==> config.mk <==
export PLATFORM = sky130hd
export DESIGN_NAME = rgb_led_effect_sequencer_top
export DESIGN_NICKNAME = d
export VERILOG_FILES = /design/src/sv/rles_pkg.sv /design/src/sv/rles_in_reg.sv /design/src/sv/rles_core.sv /design/src/sv/rles_out_reg.sv /design/src/sv/rgb_led_effect_sequencer_top.sv
export SDC_FILE = /design/constraint.sdc
export NUM_CORES = 1
export LEC_CHECK = 0
export ABC_CLOCK_PERIOD_IN_PS = 15500
export BUFFER_PORTS_ARGS = -buffer_cell sky130_fd_sc_hd__buf_2
export CORE_UTILIZATION = 47
export DETAILED_ROUTE_END_ITERATION = 7
export PLACE_DENSITY = 0.68
export SETUP_SLACK_MARGIN = 0.5
export SKIP_CTS_REPAIR_TIMING = 1
export SLEW_MARGIN = 20
export SYNTH_ARGS = -nofsm -noshare
export SYNTH_HDL_FRONTEND = slang
export SYNTH_SLANG_ARGS = --single-unit
==> constraint.sdc <==
create_clock -name clk_i -period 15.5 [get_ports clk_i]
set_clock_uncertainty 0.15 [all_clocks]
set_input_delay 3.1 -clock clk_i [delete_from_list [all_inputs] [get_ports clk_i]]
set_output_delay 3.1 -clock clk_i [all_outputs]
set_load 0.01 [all_outputs]
==> src/sv/rles_pkg.sv <==
`timescale 1ns / 1ps
// ----------------------------------------------------------------------------
// rles_pkg
// Shared types and constants of the RGB LED effect sequencer.
// ----------------------------------------------------------------------------
package rles_pkg;

  localparam int unsigned ColorW = 24;
  localparam int unsigned TicksW = 16;
  localparam int unsigned CountW = 16;

  typedef enum logic [3:0] {
    MODE_TICK    = 4'd0,
    MODE_SET     = 4'd1,
    MODE_STORE   = 4'd2,
    MODE_CLEAR   = 4'd3,
    MODE_ON      = 4'd4,
    MODE_OFF     = 4'd5,
    MODE_FADE    = 4'd6,
    MODE_BLINK   = 4'd7,
    MODE_RAINBOW = 4'd8
  } mode_e;

  typedef enum logic [1:0] {
    KIND_IDLE    = 2'd0,
    KIND_FADE    = 2'd1,
    KIND_BLINK   = 2'd2,
    KIND_RAINBOW = 2'd3
  } kind_e;

  localparam logic [7:0]        LastStep    = 8'd255;
  localparam logic [7:0]        WheelSeg1   = 8'd85;
  localparam logic [7:0]        WheelSeg2   = 8'd170;
  localparam logic [ColorW-1:0] WhiteColor  = 24'hff_ffff;

  typedef struct packed {
    logic [CountW-1:0] blink_count;
    logic [TicksW-1:0] step_ticks;
    logic [ColorW-1:0] color_word;
    logic [3:0]        mode;
  } item_t;

  typedef struct packed {
    logic [ColorW-1:0] stored_color;
    logic              lit;
    logic              busy_res;
    logic [7:0]        drive_blue;
    logic [7:0]        drive_green;
    logic [7:0]        drive_red;
  } result_t;

endpackage

==> src/sv/rles_in_reg.sv <==
`timescale 1ns / 1ps
// ----------------------------------------------------------------------------
// rles_in_reg
// Input register: holds one accepted item until the core consumes it.
// ----------------------------------------------------------------------------
module rles_in_reg (
  input  logic           clk_i,
  input  logic           rst_ni,
  input  logic           valid_i,
  output logic           ready_o,
  input  rles_pkg::item_t item_i,
  output logic           valid_o,
  output rles_pkg::item_t item_o,
  input  logic           take_i
);
  import rles_pkg::*;

  logic  valid_q;
  item_t item_q;

  // The held item leaves in the same cycle a new one may enter.
  assign ready_o = !valid_q || take_i;

  always_ff @(posedge clk_i or negedge rst_ni) begin
    if (!rst_ni) begin
      valid_q <= 1'b0;
    end else if (ready_o) begin
      valid_q <= valid_i;
    end
  end

  always_ff @(posedge clk_i) begin
    if (ready_o && valid_i) begin
      item_q <= item_i;
    end
  end

  assign valid_o = valid_q;
  assign item_o  = item_q;

endmodule

==> src/sv/rles_core.sv <==
`timescale 1ns / 1ps
// ----------------------------------------------------------------------------
// rles_core
// Effect state registers and the single-pass update for one item.
// ----------------------------------------------------------------------------
module rles_core #(
  parameter int unsigned DELAY_BITS = 16,
  parameter int unsigned COUNT_BITS = 16
) (
  input  logic             clk_i,
  input  logic             rst_ni,
  input  logic             fire_i,
  input  rles_pkg::item_t   item_i,
  output rles_pkg::result_t result_o
);
  import rles_pkg::*;

  localparam int unsigned DW = DELAY_BITS;
  localparam int unsigned CW = COUNT_BITS;
  localparam int unsigned TW = COUNT_BITS + 1;

  function automatic logic [7:0] fade_chan(input logic [7:0] s, input logic [7:0] t,
                                           input logic [7:0] i);
    logic signed [9:0]  diff;
    logic signed [18:0] prod;
    logic signed [18:0] biased;
    logic [7:0]         q;
    diff   = $signed({2'b00, t}) - $signed({2'b00, s});
    prod   = $signed({1'b0, i}) * diff;
    // Bias negative products so the shift truncates toward zero.
    biased = prod[18] ? (prod + 19'sd255) : prod;
    q      = biased[15:8];
    return s + q;
  endfunction

  function automatic logic [ColorW-1:0] wheel(input logic [7:0] idx);
    logic [7:0] pos;
    logic [7:0] off;
    logic [9:0] p3;
    logic [7:0] up;
    logic [7:0] dn;
    pos = LastStep - idx;
    if (pos < WheelSeg1) begin
      off = pos;
    end else if (pos < WheelSeg2) begin
      off = pos - WheelSeg1;
    end else begin
      off = pos - WheelSeg2;
    end
    p3 = {2'b00, off} + {1'b0, off, 1'b0};
    up = p3[7:0];
    dn = LastStep - p3[7:0];
    if (pos < WheelSeg1) begin
      return {dn, 8'd0, up};
    end else if (pos < WheelSeg2) begin
      return {8'd0, up, dn};
    end else begin
      return {up, dn, 8'd0};
    end
  endfunction

  logic [ColorW-1:0] stored_q, stored_d;
  logic [ColorW-1:0] packed_q, packed_d;
  logic [ColorW-1:0] start_q, start_d;
  logic [ColorW-1:0] drive_q, drive_d;
  logic [8:0]        idx_q, idx_d;
  logic [DW-1:0]     wait_q, wait_d;
  logic [DW-1:0]     delay_q, delay_d;
  logic [TW-1:0]     tog_q, tog_d;
  kind_e             kind_q, kind_d;

  logic [47:0]       ticks_ext;
  logic [47:0]       count_ext;
  logic [DW-1:0]     delay_raw;
  logic [DW-1:0]     delay_eff;
  logic [CW-1:0]     count_in;
  logic [TW-1:0]     tog_start;
  logic [ColorW-1:0] on_color;
  logic [ColorW-1:0] on_word;
  logic [DW-1:0]     wait_dec;
  logic [8:0]        idx_inc;
  logic [ColorW-1:0] fade_color;
  logic [ColorW-1:0] wheel_next;
  logic [ColorW-1:0] wheel_first;

  assign ticks_ext = {32'd0, item_i.step_ticks};
  assign count_ext = {32'd0, item_i.blink_count};
  assign delay_raw = ticks_ext[DW-1:0];
  assign delay_eff = (delay_raw == '0) ? DW'(1) : delay_raw;
  assign count_in  = count_ext[CW-1:0];
  assign tog_start = {count_in, 1'b0};

  assign on_color  = (stored_q == '0) ? WhiteColor : stored_q;
  assign on_word   = (item_i.color_word == '0) ? WhiteColor : item_i.color_word;
  assign wait_dec  = (wait_q != '0) ? (wait_q - DW'(1)) : wait_q;
  assign idx_inc   = idx_q + 9'd1;

  assign fade_color = {fade_chan(start_q[23:16], stored_q[23:16], idx_inc[7:0]),
                       fade_chan(start_q[15:8],  stored_q[15:8],  idx_inc[7:0]),
                       fade_chan(start_q[7:0],   stored_q[7:0],   idx_inc[7:0])};
  assign wheel_next  = wheel(idx_inc[7:0]);
  assign wheel_first = wheel(8'd0);

  always_comb begin
    stored_d = stored_q;
    packed_d = packed_q;
    start_d  = start_q;
    drive_d  = drive_q;
    idx_d    = idx_q;
    wait_d   = wait_q;
    delay_d  = delay_q;
    tog_d    = tog_q;
    kind_d   = kind_q;

    if (fire_i) begin
      if (item_i.mode == MODE_TICK) begin
        if (kind_q != KIND_IDLE) begin
          wait_d = wait_dec;
          if (wait_dec == '0) begin
            case (kind_q)
              KIND_FADE: begin
                if (idx_q >= {1'b0, LastStep}) begin
                  drive_d = stored_q;
                  kind_d  = KIND_IDLE;
                end else begin
                  idx_d   = idx_inc;
                  drive_d = fade_color;
                  wait_d  = delay_q;
                end
              end
              KIND_BLINK: begin
                if (tog_q == '0) begin
                  kind_d = KIND_IDLE;
                end else begin
                  drive_d = (drive_q != '0) ? '0 : on_color;
                  tog_d   = tog_q - TW'(1);
                  wait_d  = delay_q;
                end
              end
              KIND_RAINBOW: begin
                if (idx_q >= {1'b0, LastStep}) begin
                  kind_d = KIND_IDLE;
                end else begin
                  idx_d    = idx_inc;
                  stored_d = wheel_next;
                  packed_d = wheel_next;
                  drive_d  = wheel_next;
                  wait_d   = delay_q;
                end
              end
              default: begin
                kind_d = KIND_IDLE;
              end
            endcase
          end
        end
      end else if (kind_q == KIND_IDLE) begin
        case (item_i.mode)
          MODE_SET: begin
            stored_d = item_i.color_word;
            packed_d = item_i.color_word;
            drive_d  = item_i.color_word;
          end
          MODE_STORE: begin
            stored_d = item_i.color_word;
            packed_d = item_i.color_word;
          end
          MODE_CLEAR: begin
            stored_d = '0;
            packed_d = '0;
            drive_d  = '0;
          end
          MODE_ON: begin
            drive_d = on_color;
          end
          MODE_OFF: begin
            drive_d = '0;
          end
          MODE_FADE: begin
            // The first fade step sits exactly on the start color.
            start_d  = stored_q;
            stored_d = item_i.color_word;
            packed_d = item_i.color_word;
            delay_d  = delay_eff;
            idx_d    = '0;
            kind_d   = KIND_FADE;
            drive_d  = stored_q;
            wait_d   = delay_eff;
          end
          MODE_BLINK: begin
            stored_d = item_i.color_word;
            packed_d = item_i.color_word;
            tog_d    = tog_start;
            if (tog_start != '0) begin
              delay_d = delay_eff;
              kind_d  = KIND_BLINK;
              drive_d = (drive_q != '0) ? '0 : on_word;
              tog_d   = tog_start - TW'(1);
              wait_d  = delay_eff;
            end
          end
          MODE_RAINBOW: begin
            delay_d  = delay_eff;
            idx_d    = '0;
            kind_d   = KIND_RAINBOW;
            stored_d = wheel_first;
            packed_d = wheel_first;
            drive_d  = wheel_first;
            wait_d   = delay_eff;
          end
          default: begin
          end
        endcase
      end
    end
  end

  always_ff @(posedge clk_i or negedge rst_ni) begin
    if (!rst_ni) begin
      stored_q <= WhiteColor;
      packed_q <= '0;
      start_q  <= '0;
      drive_q  <= '0;
      idx_q    <= '0;
      wait_q   <= '0;
      delay_q  <= '0;
      tog_q    <= '0;
      kind_q   <= KIND_IDLE;
    end else begin
      stored_q <= stored_d;
      packed_q <= packed_d;
      start_q  <= start_d;
      drive_q  <= drive_d;
      idx_q    <= idx_d;
      wait_q   <= wait_d;
      delay_q  <= delay_d;
      tog_q    <= tog_d;
      kind_q   <= kind_d;
    end
  end

  assign result_o.drive_red    = drive_d[23:16];
  assign result_o.drive_green  = drive_d[15:8];
  assign result_o.drive_blue   = drive_d[7:0];
  assign result_o.busy_res     = (kind_d != KIND_IDLE);
  assign result_o.lit          = (drive_d != '0);
  assign result_o.stored_color = packed_d;

endmodule

==> src/sv/rles_out_reg.sv <==
`timescale 1ns / 1ps
// ----------------------------------------------------------------------------
// rles_out_reg
// Result register: holds one result until the downstream side takes it.
// ----------------------------------------------------------------------------
module rles_out_reg (
  input  logic             clk_i,
  input  logic             rst_ni,
  input  logic             load_i,
  input  rles_pkg::result_t result_i,
  output logic             free_o,
  output logic             valid_o,
  input  logic             ready_i,
  output rles_pkg::result_t result_o
);
  import rles_pkg::*;

  logic    valid_q;
  result_t result_q;

  assign free_o = !valid_q || ready_i;

  always_ff @(posedge clk_i or negedge rst_ni) begin
    if (!rst_ni) begin
      valid_q <= 1'b0;
    end else if (free_o) begin
      valid_q <= load_i;
    end
  end

  always_ff @(posedge clk_i) begin
    if (load_i) begin
      result_q <= result_i;
    end
  end

  assign valid_o  = valid_q;
  assign result_o = result_q;

endmodule

==> src/sv/rgb_led_effect_sequencer_top.sv <==
`timescale 1ns / 1ps
// A transferred item waits in the input register until its result can be loaded into the
// result register; a result that waits there holds the next item in the input register.
// Throughput: one item per cycle while results are taken; the state update is one pass
// of logic between the input and result registers, so items may follow back to back.
// Reset: asynchronous, active low; LED dark, no effect running, stored channels
// white, stored color word zero, no item or result held.
// ----------------------------------------------------------------------------
// rgb_led_effect_sequencer_top
// RGB LED driver with color commands and timed fade, blink and rainbow effects.
// ----------------------------------------------------------------------------
module rgb_led_effect_sequencer_top #(
  parameter int unsigned DELAY_BITS = 16,
  parameter int unsigned COUNT_BITS = 16
) (
  input  logic        clk_i,
  input  logic        rst_ni,
  input  logic        s_axis_tvalid,
  output logic        s_axis_tready,
  // color_word [23:0], step_ticks [39:24], blink_count [55:40]
  input  logic [55:0] s_axis_tdata,
  // mode [3:0]
  input  logic [3:0]  s_axis_tuser,
  output logic        m_axis_tvalid,
  input  logic        m_axis_tready,
  // drive_red [7:0], drive_green [15:8], drive_blue [23:16], busy_res [24],
  // lit [25], stored_color [49:26]
  output logic [55:0] m_axis_tdata
);
  import rles_pkg::*;

  item_t   item_in;
  item_t   item_held;
  logic    held_valid;
  logic    out_free;
  logic    fire;
  result_t result_d;
  result_t result_q;

  assign item_in.mode        = s_axis_tuser;
  assign item_in.color_word  = s_axis_tdata[23:0];
  assign item_in.step_ticks  = s_axis_tdata[39:24];
  assign item_in.blink_count = s_axis_tdata[55:40];

  assign fire = held_valid && out_free;

  rles_in_reg u_in_reg (
    .clk_i   (clk_i),
    .rst_ni  (rst_ni),
    .valid_i (s_axis_tvalid),
    .ready_o (s_axis_tready),
    .item_i  (item_in),
    .valid_o (held_valid),
    .item_o  (item_held),
    .take_i  (fire)
  );

  rles_core #(
    .DELAY_BITS (DELAY_BITS),
    .COUNT_BITS (COUNT_BITS)
  ) u_core (
    .clk_i    (clk_i),
    .rst_ni   (rst_ni),
    .fire_i   (fire),
    .item_i   (item_held),
    .result_o (result_d)
  );

  rles_out_reg u_out_reg (
    .clk_i    (clk_i),
    .rst_ni   (rst_ni),
    .load_i   (fire),
    .result_i (result_d),
    .free_o   (out_free),
    .valid_o  (m_axis_tvalid),
    .ready_i  (m_axis_tready),
    .result_o (result_q)
  );

  assign m_axis_tdata = {6'd0, result_q.stored_color, result_q.lit, result_q.busy_res,
                         result_q.drive_blue, result_q.drive_green, result_q.drive_red};

endmodule
Yosys cells after proc, flatten, opt, wreduce, memory -nomap -nowiden. Cells that the tools add are included.

Add/sub/neg operators: 18. Multiply operators: 3. $lt $le $gt $ge: 3. Equality and inequality tests: 20. Muxes and demuxes: 73. Bitwise operators: 1. Reductions and logical operators: 35.

Operators with widths (count): 2-to-1 mux 24 bit (28); one-hot mux 24 bit (3 select lines) (3); 2-to-1 mux 16 bit (12); one-hot mux 24 bit (6 select lines) (1); 2-to-1 mux 17 bit (8); one-hot mux 16 bit (2 select lines) (2); 2-to-1 mux 9 bit (7); multiplier 9 x 9 -> 18 bit (3); adder 16 x 9 -> 16 bit, second input constant (3); zero test 24 bit (2); nonzero test 24 bit (2); subtractor 17 x 1 -> 17 bit, second input constant (2); adder 8 bit (4); zero test 16 bit (2); subtractor 8 x 8 -> 9 bit (3); AND reduction 7 bit (3); zero test 17 bit (1); nonzero test 17 bit (1); equality test 4 x 3 -> 1 bit, second input constant (4); 2-to-1 mux 2 bit (8); 2-to-1 mux 8 bit (2); nonzero test 16 bit (1); subtractor 16 x 1 -> 16 bit, second input constant (1); subtractor 8 bit, first input constant (2); 29 further kinds (48).

Register bits: 268. Input bits: 64. Output and inout bits: 58. Word-level logic and storage cells: 174.

Longest topological paths before layout.
Word-level depth: 16. Gate-level depth with buffers: 43.

By module. Synthesis repeated with hierarchy kept, for this count alone.

Cell total of the unflattened synthesis: 2655. Area, all modules: 24174.4 µm².

By module, submodules not included: rles_core (times used 1, cells an instance 2530, area an instance 20714.9 µm²); rles_in_reg (times used 1, cells an instance 64, area an instance 1855.5 µm²); rles_out_reg (times used 1, cells an instance 53, area an instance 1549.0 µm²); rgb_led_effect_sequencer_top (times used 1, cells an instance 8, area an instance 55.1 µm²).

Worst setup path before layout. OpenSTA, ideal clock, no wires.

Path kind: flip-flop to flip-flop. From: reg u_core.stored_q[9]. To: reg u_out_reg.result_o[25] (netlist name). Setup time: 0.270 ns. Data arrival time: 8.910 ns. Required time: 15.080 ns. Path slack: 6.171 ns. Cell stages (with the launch flop): 40. Cells stage by stage: dfstp_2 -> ha_1 -> nor2b_1 -> o21ai_0 -> nand2b_1 -> a21o_1 -> a21o_1 -> a21o_1 -> a21oi_1 -> xor2_1 -> nand2b_1 -> fa_1 -> fa_1 -> inv_1 -> fa_1 -> fa_1 -> inv_1 -> fa_1 -> [... 4 more ...] -> a31oi_1 -> o41ai_1 -> xnor2_1 -> nor2b_1 -> nand2_1 -> xnor2_1 -> ha_1 -> a211oi_1 -> o21bai_1 -> a21oi_1 -> xor2_1 -> o21ai_0 -> a221oi_1 -> a21oi_1 -> a221o_1 -> or4_1 -> nor4_1 -> nand4b_1.

RTL lines: from (decl) (line rles_core.sv:62) `logic [ColorW-1:0] stored_q, stored_d;`; from (signal assigned) (line rles_core.sv:220) `stored_q <= WhiteColor;`; from (signal assigned) (line rles_core.sv:230) `stored_q <= stored_d;`.

==> qor.csv <==
stage;metric;value;unit
logic_synthesis;seq_area_frac_synth;0.302;
worst_setup_path;critPathLaunchType;register;
die;chipHeight;229;um
global_routing;grt_usage;0.309;
logic_synthesis;synth_area;24100;um^2
layout;diodes;0;
cts;cts_num_sinks;268;
sta;slew_viol_final;0;
cts;cts_tree;built;
worst_setup_path;worstPathBufferInverterCount;4;
run_status;outcome;finished clean;
global_routing;grt_pass1_wl;125000;um
worst_setup_path;r2r-end;u_out_reg.result_o[25];
detailed_routing;drt-initial-drc-count;1934;
worst_setup_path;crit_end;u_out_reg.result_o[25];
layout;drive_gt1_frac;0.104;
sta;setup_tns;0;ns
worst_setup_path;cp.arrival;10.78;ns
detailed_routing;routed_via_density;6.16;
sta;relSlewSlack;0.322;
logic_synthesis;synth_cells;2676;
detailed_routing;vias;21200;
worst_setup_path;path_max_fanout;27;
sta;rsz0062_at_grt;false;
cts;clk_pin_slew;0.07;ns
logic_synthesis;synth-async-reset-ratio;0.590;
logic_synthesis;synth_seq_cells;268;
sta;worstMarginPinSlew;1.01;ns
worst_setup_path;slowest_stage;dfrtp_1;
detailed_routing;route.detailed.drc;0;
cts;cts_buffer_depth;3;
detailed_routing;first_pass_iters;7;
cts;h-tree-depth;1;
die;io_pins;122;
hold_path;hold_path.class;reg2reg;
die;rows;82;
logic_synthesis;synth_top_area_cell;dfrtp_1;
sta;setup_ws;4.88;ns
worst_setup_path;crit_top_cell;fa_1;
sta;setup_viol;0;
logic_synthesis;ys_top_cells_by_area;dfrtp_1 (14%), edfxtp_1 (14%), ha_1 (12%);
layout;final_cells;3441;
die;start_util;0.479;
worst_setup_path;r2r-start;u_core.idx_q[0];
global_routing;antenna_found_initial;1;
logic_synthesis;ys_types;86;
logic_synthesis;yosys_warnings;0;
logic_synthesis;synth_commonest_cells;nor2_1 (282), ha_1 (235), inv_1 (235);
sta;fmax;0.0942;GHz
global_routing;overflow;0;
worst_setup_path;reg2reg_depth;35;
sta;fin_crit_sh;0.685;
global_routing;grt_max_degree;66;
die;core;50400;um^2
cts;clk_latency;0.59;ns
worst_setup_path;worst-path-stages;35;
worst_setup_path;r2r_slack;4.88;ns
layout;synthToLayoutAreaGrowth;9.34;%
logic_synthesis;yosysMostFrequentCell;nor2_1;
logic_synthesis;synth_top_cell_area_share;0.139;
power_and_ir_drop;finalPower;5.73;mW
worst_setup_path;cp.required;15.67;ns
place;gp_congestion;1.03;
layout;nets;3180;
detailed_routing;ant_nets;0;
logic_synthesis;synth_flop_cell;dfrtp_1;
sta;hold_viol;0;
place;placement.io_buffers;115;
cts;cts-root-buf;clkbuf_16;
worst_setup_path;worst-setup-path-type;reg2reg;
global_routing;first_global_vias;21200;
run;cap_violations;0;
cts;cts_buffers;30;
place;placed_cells;3385;
die;die_area;52300;um^2
power_and_ir_drop;power.leakage;11.6;nW
worst_setup_path;crit_start;u_core.idx_q[0];
worst_setup_path;end_kind;register;
sta;fin_crit;10.62;ns
place;dp_slack;4.98;ns
logic_synthesis;avgSynthCellArea;9.02;um^2
logic_synthesis;synth_edf_count;110;
detailed_routing;wl_per_cell;23.5;um
detailed_routing;wl;80900;um
layout;n_fill_cell;4658;
die;die-width;229;um
power_and_ir_drop;powerDensity;217;nW/um^2
worst_setup_path;cpLargestDelayFamily;adder cells;
worst_setup_path;slowest_delay;0.79;ns
power_and_ir_drop;irDropWorstVdd;0.179;mV
place;hpwl;62300;um
-- power by group --
part / internal, mW / switching [mW]
Sequential: 0.992 / 0.278
Combinational: 1.49 / 2.26
Clock: 0.392 / 0.308
-- worst register-to-register path: cells and delay by family (launching register included) --
| kind | cells | cell delay, ns |
|---|---|---|
| adder cells (fa/ha/maj) | 8 | 3.32 |
| AO/OA/AOI/OAI | 11 | 2.62 |
| AND/OR/NAND/NOR | 9 | 2.33 |
| flip-flops | 1 | 0.79 |
| buffers and inverters | 4 | 0.61 |
| XOR/XNOR | 3 | 0.50 |
-- registers in the layout (all words and copies together) (netlist names), 2 cells and up --
name	cells
u_core.tog_q	17
u_core.kind_q	2
u_core.packed_q	24
u_core.drive_q	24
u_core.start_q	24
u_in_reg.item_o	60
u_core.idx_q	9
u_core.delay_q	16
u_core.wait_q	16
u_out_reg.result_o	50
u_core.stored_q	24
-- per-stage QoR --
step,util,hold slack (ns),cell area [um^2]
6_report,0.524,0.348,26400
3_5_place_dp,0.505,0.336,25400
2_1_floorplan,-,0.291,24100
4_1_cts,0.524,0.347,26400
5_1_grt,0.524,0.362,26400
3_3_place_gp,0.505,0.308,25400
-- logic make-up after synthesis --
group / count (synthesis) / share of synthesized area
XOR/XNOR: 124 / 0.0456
adder cells (fa/ha/maj): 371 / 0.235
AO/OA/AOI/OAI: 663 / 0.176
buffers and inverters: 365 / 0.0586
other: 1 / 0.000155
flip-flops: 268 / 0.302
AND/OR/NAND/NOR: 852 / 0.169
multiplexers: 32 / 0.0143
-- layout by cell type (no fill, tap or decap), types with 12 or more instances in the layout --
cell	instances
nor4_1	48
nor2b_1	19
ha_1	235
a21o_1	33
mux2_2	20
a221o_1	13
nand2_1	205
mux2i_1	12
a21oi_1	177
and3_1	16
dfrtp_1	134
a31oi_1	32
o31ai_1	14
or3_1	16
xor2_1	37
nand2b_1	72
inv_1	233
fa_1	136
xnor2_1	84
a22oi_1	15
o211ai_1	17
or2_2	15
dfstp_2	24
a221oi_1	17
buf_2	114
o21ai_0	179
nand3_1	54
nor2_1	281
edfxtp_1	110
nand4_1	19
nor3_1	47
and2_1	21
buf_4	46
o21a_1	15
clkbuf_16	30
a211oi_1	22
-- worst min-delay path by stage --
stage,start,end,cells past startpoint
floorplan,u_core.packed_q[15],u_core.packed_q[15],2
global placement,u_core.packed_q[15],u_core.packed_q[15],2
detailed placement,u_core.delay_q[0],u_core.delay_q[0],2
CTS,u_core.delay_q[0],u_core.delay_q[0],2
global route,u_core.delay_q[5],u_core.delay_q[5],1
finish,u_core.delay_q[0],u_core.delay_q[0],2
-- final cells by class --
cell class / count / area (um^2) / area share
clock buffers: 37 / 777 / 0.0294
clock inverters: 19 / 176 / 0.00669
inverters: 236 / 886 / 0.0336
multi-input cells: 2048 / 15500 / 0.587
flip-flops and latches: 268 / 7290 / 0.276
well taps: 672 / 841 / 0.0319
repair buffers: 161 / 927 / 0.0351
-- per-layer routing --
| layer | share of wire | wire, um | up-vias | GRT usage |
|---|---|---|---|---|
| li1 | - | - | 9593 | - |
| met3 | 0.078 | 6340 | 256 | 0.0573 |
| met1 | 0.41 | 32800 | 10400 | 0.396 |
| met5 | 0.00016 | 13 | - | 0 |
| met4 | 0.046 | 3690 | 2 | 0.125 |
| met2 | 0.47 | 38100 | 951 | 0.512 |
No activity file was read; power rests on OpenSTA's default activity.
